$ cat config.mk
export PLATFORM = sky130hd
export DESIGN_NAME = double_pack_normalize_round
export DESIGN_NICKNAME = d
export VERILOG_FILES = /design/src/dpnr_pkg.sv /design/src/dpnr_lzc.sv /design/src/double_pack_normalize_round.sv
export SDC_FILE = /design/constraint.sdc
export NUM_CORES = 1
export LEC_CHECK = 0
export ABC_AREA = 1
export ABC_CLOCK_PERIOD_IN_PS = 4600
export BUFFER_PORTS_ARGS = -buffer_cell sky130_fd_sc_hd__buf_4
export CAP_MARGIN = 20
export CORE_MARGIN = 2
export CORE_UTILIZATION = 42
export CTS_CLUSTER_DIAMETER = 120
export DETAILED_ROUTE_END_ITERATION = 7
export GPL_TIMING_DRIVEN = 0
export MAX_ROUTING_LAYER = met4
export RECOVER_POWER = 50
export SLEW_MARGIN = 20
export SYNTH_ARGS = -nofsm -noshare
export SYNTH_HDL_FRONTEND = slang
export SYNTH_HIERARCHICAL = 1
export SYNTH_SLANG_ARGS = --single-unit
export TNS_END_PERCENT = 100
$ cat constraint.sdc
create_clock -name clock -period 4.6 [get_ports clock]
set_input_delay 0.92 -clock clock [delete_from_list [all_inputs] [get_ports clock]]
set_output_delay 0.92 -clock clock [all_outputs]
set_load 0.02 [all_outputs]
$ cat src/dpnr_pkg.sv
// Types and constants shared by the binary64 normalize-and-pack pipeline.
package dpnr_pkg;

   localparam int MANT_W     = 64;
   localparam int EXP_IN_W   = 16;
   localparam int LZ_W       = 6;
   localparam int EXP_W      = 18;
   localparam int SIG_W      = 53;
   localparam int FRAC_W     = 52;
   localparam int BEXP_W     = 11;
   localparam int SHIFT_W    = 6;

   localparam logic signed [EXP_W-1:0] EXP_BIAS       = 18'sd1023;
   localparam logic signed [EXP_W-1:0] EXP_MIN        = -18'sd1022;
   localparam logic signed [EXP_W-1:0] EXP_DENORM_MIN = -18'sd1074;
   localparam logic signed [EXP_W-1:0] NORM_OFFSET    = 18'sd11;
   localparam logic [BEXP_W-1:0]       EXP_ALL_ONES   = 11'h7ff;

   typedef struct packed {
      logic                       sign_in;
      logic signed [EXP_IN_W-1:0] exponent_in;
      logic [MANT_W-1:0]          mantissa_in;
   } req_type;

   typedef struct packed {
      logic [63:0] raw_bits;
      logic        is_infinite;
      logic        is_zero;
      logic        is_denormal;
   } rsp_type;

endpackage

$ cat src/dpnr_lzc.sv
// Leading-zero count of a 64-bit word by a six-step binary search.
module dpnr_lzc
   import dpnr_pkg::*;
(
   input  logic [MANT_W-1:0] value,
   output logic [LZ_W-1:0]   count
);

   always_comb begin
      logic [MANT_W-1:0] x;
      x     = value;
      count = '0;
      for (int s = LZ_W - 1; s >= 0; s--) begin
         // test the top 2^s bits of what is left
         if ((x >> (MANT_W - (1 << s))) == '0) begin
            count[s] = 1'b1;
            x        = x << (1 << s);
         end
      end
   end

endmodule

$ cat src/double_pack_normalize_round.sv
// Top level: four-stage pipeline that normalizes, rounds and packs a binary64.
//
//   channel   ports                        handshake
//   request   start, busy, req_data        taken when start is high and busy is low
//   response  rsp_strobe, rsp_data         one cycle per result, cannot be held off
//
// One transaction can enter every cycle. Stages: leading-zero count,
// normalizing shift, round-half-up add, then range check and denormal shift.
// busy stays low: the response side never stalls, so nothing backs up.
// Synchronous reset clears the stage valid bits only.
module double_pack_normalize_round
   import dpnr_pkg::*;
(
   input  logic    clock,
   input  logic    reset,
   input  logic    start,
   output logic    busy,
   input  req_type req_data,
   output logic    rsp_strobe,
   output rsp_type rsp_data
);

   // stage 1: count leading zeros
   logic                    s1_valid_ff;
   logic                    s1_sign_ff;
   logic signed [EXP_IN_W-1:0] s1_exp_ff;
   logic [MANT_W-1:0]       s1_mant_ff;
   logic [LZ_W-1:0]         s1_lz_ff, s1_lz_in;
   logic                    s1_zero_ff;

   // stage 2: normalized word and adjusted exponent
   logic                    s2_valid_ff;
   logic                    s2_sign_ff;
   logic                    s2_zero_ff;
   logic [MANT_W-1:0]       s2_norm_ff, s2_norm_in;
   logic signed [EXP_W-1:0] s2_exp_ff, s2_exp_in;

   // stage 3: rounded 53-bit significand
   logic                    s3_valid_ff;
   logic                    s3_sign_ff;
   logic                    s3_zero_ff;
   logic [SIG_W-1:0]        s3_sig_ff, s3_sig_in;
   logic signed [EXP_W-1:0] s3_exp_ff, s3_exp_in;

   // stage 4: output register
   logic                    out_valid_ff;
   rsp_type                 out_data_ff, out_data_in;

   assign busy = 1'b0;

   dpnr_lzc u_lzc (
      .value (req_data.mantissa_in),
      .count (s1_lz_in)
   );

   always_comb begin
      logic [SIG_W:0] sum;
      s2_norm_in = s1_mant_ff << s1_lz_ff;
      s2_exp_in  = EXP_W'(s1_exp_ff) + NORM_OFFSET
                   - EXP_W'({{(EXP_W-LZ_W){1'b0}}, s1_lz_ff});
      sum        = {1'b0, s2_norm_ff[MANT_W-1 -: SIG_W]}
                   + {{SIG_W{1'b0}}, s2_norm_ff[MANT_W-1-SIG_W]};
      // a carry out of the add leaves one extra bit: shift right by one and bump the exponent
      if (sum[SIG_W]) begin
         s3_sig_in = sum[SIG_W:1];
         s3_exp_in = s2_exp_ff + EXP_W'(1);
      end else begin
         s3_sig_in = sum[SIG_W-1:0];
         s3_exp_in = s2_exp_ff;
      end
   end

   always_comb begin
      logic [SHIFT_W-1:0] sh;
      logic [EXP_W-1:0]   diff;
      logic [EXP_W-1:0]   biased;
      diff        = EXP_MIN - s3_exp_ff;
      sh          = diff[SHIFT_W-1:0];
      biased      = s3_exp_ff + EXP_BIAS;
      out_data_in = '0;
      priority if (s3_zero_ff) begin
         out_data_in.is_zero = 1'b1;
      end else if (s3_exp_ff > EXP_BIAS) begin
         out_data_in.raw_bits    = {s3_sign_ff, EXP_ALL_ONES, {FRAC_W{1'b0}}};
         out_data_in.is_infinite = 1'b1;
      end else if (s3_exp_ff < EXP_DENORM_MIN) begin
         out_data_in.is_zero = 1'b1;
      end else if (s3_exp_ff < EXP_MIN) begin
         // truncate into the denormal encoding, no second rounding
         out_data_in.raw_bits    = {s3_sign_ff, {BEXP_W{1'b0}},
                                    FRAC_W'(s3_sig_ff >> sh)};
         out_data_in.is_denormal = 1'b1;
      end else begin
         out_data_in.raw_bits = {s3_sign_ff, biased[BEXP_W-1:0], s3_sig_ff[FRAC_W-1:0]};
      end
   end

   always_ff @(posedge clock) begin
      if (reset) begin
         s1_valid_ff  <= 1'b0;
         s2_valid_ff  <= 1'b0;
         s3_valid_ff  <= 1'b0;
         out_valid_ff <= 1'b0;
      end else begin
         s1_valid_ff  <= start && !busy;
         s2_valid_ff  <= s1_valid_ff;
         s3_valid_ff  <= s2_valid_ff;
         out_valid_ff <= s3_valid_ff;
      end
   end

   always_ff @(posedge clock) begin
      s1_sign_ff  <= req_data.sign_in;
      s1_exp_ff   <= req_data.exponent_in;
      s1_mant_ff  <= req_data.mantissa_in;
      s1_lz_ff    <= s1_lz_in;
      s1_zero_ff  <= (req_data.mantissa_in == '0);

      s2_sign_ff  <= s1_sign_ff;
      s2_zero_ff  <= s1_zero_ff;
      s2_norm_ff  <= s2_norm_in;
      s2_exp_ff   <= s2_exp_in;

      s3_sign_ff  <= s2_sign_ff;
      s3_zero_ff  <= s2_zero_ff;
      s3_sig_ff   <= s3_sig_in;
      s3_exp_ff   <= s3_exp_in;

      out_data_ff <= out_data_in;
   end

   assign rsp_strobe = out_valid_ff;
   assign rsp_data   = out_data_ff;

endmodule

==> flow_summary.toml <==
[route]
vias = 21195
viasPerCell = 5.66
ant_nets = 0
totalWireLength_um = 83000
drtIter0Drc = 2178
routedWlPerCell_um = 22.2
drcViolationCount = 0
dr.pass1.iters = 6

[placed_design]
dpl_cell_area_sq_um = 20600
gp_congestion = 1.01
placed_cells = 3687
dp_hpwl_um = 68100
portBuffers = 151

[logic_synthesis]
synth_compound_gate_area_share = 0.0757
syn_area_sq_um = 18700
yosysMostFrequentCell = "nand2_1"
synth_fa_ha_area_frac = 0.0185
synth_top_family_by_area = "simple AND/OR/NAND/NOR gates"
synth-xor-area-share = 0.0423
ys_top_cells_by_count = "nand2_1, nand3_1, dfxtp_1"
synth_top_area_frac = 0.328
synth-edff-count = 0
synth.yosys.warnings = 6
synth_fp_nets = 3055
synth_cell_types = 52
synth_area_leaders = "dfxtp_1, nand2_1, nand3_1"
synthArstFlopShare = 0
yosys.area.top_type = "dfxtp_1"
synth.avg_cell_area_sq_um = 6.34
synth-simple-area-share = 0.457
synth-seq-cells = 306
synthCells = 2944
seq_area_frac_synth = 0.328
synthMuxAreaShare = 0.00429
synth_ff_type = "dfxtp_1"

[sta]
max-slew-margin-rel = 0.449
rsz0062_at_grt = "false"
slew_violations = 0
fin_crit_sh = 0.804
final-setup-viol-count = 0
clock_skew_ns = 0.0390
max_freq_mhz = 270
holdWs_ns = 0.327
period_needed_ns = 3.70
hold_viol_final = 0
fin_setup_tns_ns = 0
worst_pin_slew_ns = 0.826

[cts]
cts.repair.resized = 0
clock_sinks = 306
cts.path.max_buffers = 3
post_cts_buffers = 0
numCtsBuffers = 34
clk_latency_ns = 0.57
cts_hold_buf = 0
cts_root_buf = "clkbuf_16"
clk_pin_slew_worst_paths_ns = 0.06
htreeDepth = 2
cts_tree = "yes"

[floorplan]
ioPinCount = 153
core_area_sq_um = 44000
die_area_sq_um = 46200
row_count = 77
die_width_um = 215
fp.dieH_um = 215
start_util = 0.424

[worst_setup_path]
worstSetupStartpointType = "flop"
path_max_fanout = 10
crit_type = "reg -> reg"
end_kind = "flop"
cp.arrival_ns = 4.20
worstPathRequired_ns = 5.10

[finish]
drive_above_1_share = 0.0710
fin_area_sq_um = 21200
stdcell_count = 3747
finalNetCount = 3242
area_growth_pct = 13.4

[global_routing]
grt_use_total = 0.364
grt_overflow_total = 0
grt_pass1_vias = 20202
grt_pass1_wl_um = 124000
antenna_found_initial = 0
grt_max_degree = 15

[pwr]
p_leak_nw = 9.59
p_per_area_nw_per_um2 = 474
ir_drop_mv = 0.282

[outcome]
outcome = "complete, no violations"

[job]
cap_violations = 0

[min_path]
hp-class = "reg -> reg"
==> power breakdown <==
| part | switching, W | total [W] | internal (W) |
|---|---|---|---|
| Combinational | 0.00279 | 0.00383 | 0.00104 |
| Sequential | 0.000319 | 0.00331 | 0.00299 |
| Clock | 0.00116 | 0.00291 | 0.00175 |
==> worst max-delay path: stages, from the launching register on <==
cell and delay, ns:
dfxtp_1 0.35, buf_4 0.22, inv_2 0.05, buf_4 0.17, buf_4 0.19, ha_1 0.32, buf_2 0.29, buf_1 0.52
nand2_1 0.21, a21oi_1 0.55, nand2_1 0.17, nand2_1 0.11, nand2_1 0.14, nand2_1 0.13, o211ai_1 0.09, nor2_1 0.12
==> logic make-up (layout without fill, tap and decap cells) <==
family                     count (synthesis)  count (layout)
DFF                                      306             306
and+or+nand+nor                         1929            1929
AOI/OAI and AO/OA                        259             259
adders and majority gates                 27              27
muxes                                      8               8
buffers and inverters                    326             536
other                                      1               2
xor gates and xnor gates                  88              88
==> cells in the final DEF, fill, tap and decap left out, drive strengths merged, types with 9 or more instances in the layout <==
cell,synthesis,final
nor3,39,39
ha,26,26
nor4,18,18
o21ai,162,162
buf,91,84
a21oi,57,57
o21bai,10,10
nand3,614,614
xnor2,34,34
clkbuf,65,268
or2,58,58
nor2,248,248
xor2,54,54
and2,9,9
nand4,24,24
nand2,910,910
o211ai,18,18
dfxtp,306,306
inv,167,168
==> final timing paths <==
check | cells past startpoint | start | end | slack (ns)
hold / removal | 0 | s1_zero_ff$_DFF_P_ | s2_zero_ff$_DFF_P_ | 0.33
hold reg to reg | 0 | s1_zero_ff$_DFF_P_ | s2_zero_ff$_DFF_P_ | 0.33
setup reg to reg | 15 | s3_exp_ff[0]$_DFF_P_ | rsp_data[13]$_SDFF_PP0_ | 0.90
setup / recovery | 15 | s3_exp_ff[0]$_DFF_P_ | rsp_data[13]$_SDFF_PP0_ | 0.90
==> metrics by stage <==
stage | setup WS, ns | utilization | total power, W
after floorplan | 1.66 | - | 0.00559
after global placement | 0.933 | 0.467 | 0.00717
after detailed placement | 0.953 | 0.467 | 0.00715
after CTS | 0.986 | 0.494 | 0.0100
after global routing | 0.764 | 0.481 | 0.0105
final | 0.901 | 0.481 | 0.0100
==> state kept, by name, summed over array words and instances, names as in the netlist, 6 cells and up <==
register / flops
rsp_data: 67
s1_mant_ff: 64
s2_norm_ff: 54
s3_sig_ff: 53
s2_exp_ff: 18
s3_exp_ff: 18
s1_exp_ff: 16
s1_lz_ff: 6
==> per-layer routing <==
| layer | global-route usage | vias up | part of all wire |
|---|---|---|---|
| li1 | - | 10025 | - |
| met1 | 0.474 | 9862 | 0.42 |
| met2 | 0.577 | 1124 | 0.45 |
| met3 | 0.0498 | 184 | 0.087 |
| met4 | 0.131 | 0 | 0.041 |
| met5 | - | - | 0 |
==> layout make-up <==
cell class              instances  area [sq um]
fillers                      4732         22800
multi-input cells            2312         11100
flip-flops and latches        306          6130
clock buffers                  45           953
well taps                     592           741
plain buffers                 156           719
inverters                     170           638
repair buffers                151           631
clock inverters                14           235
diodes                          1          2.50
(Power assumes the default switching activity.)
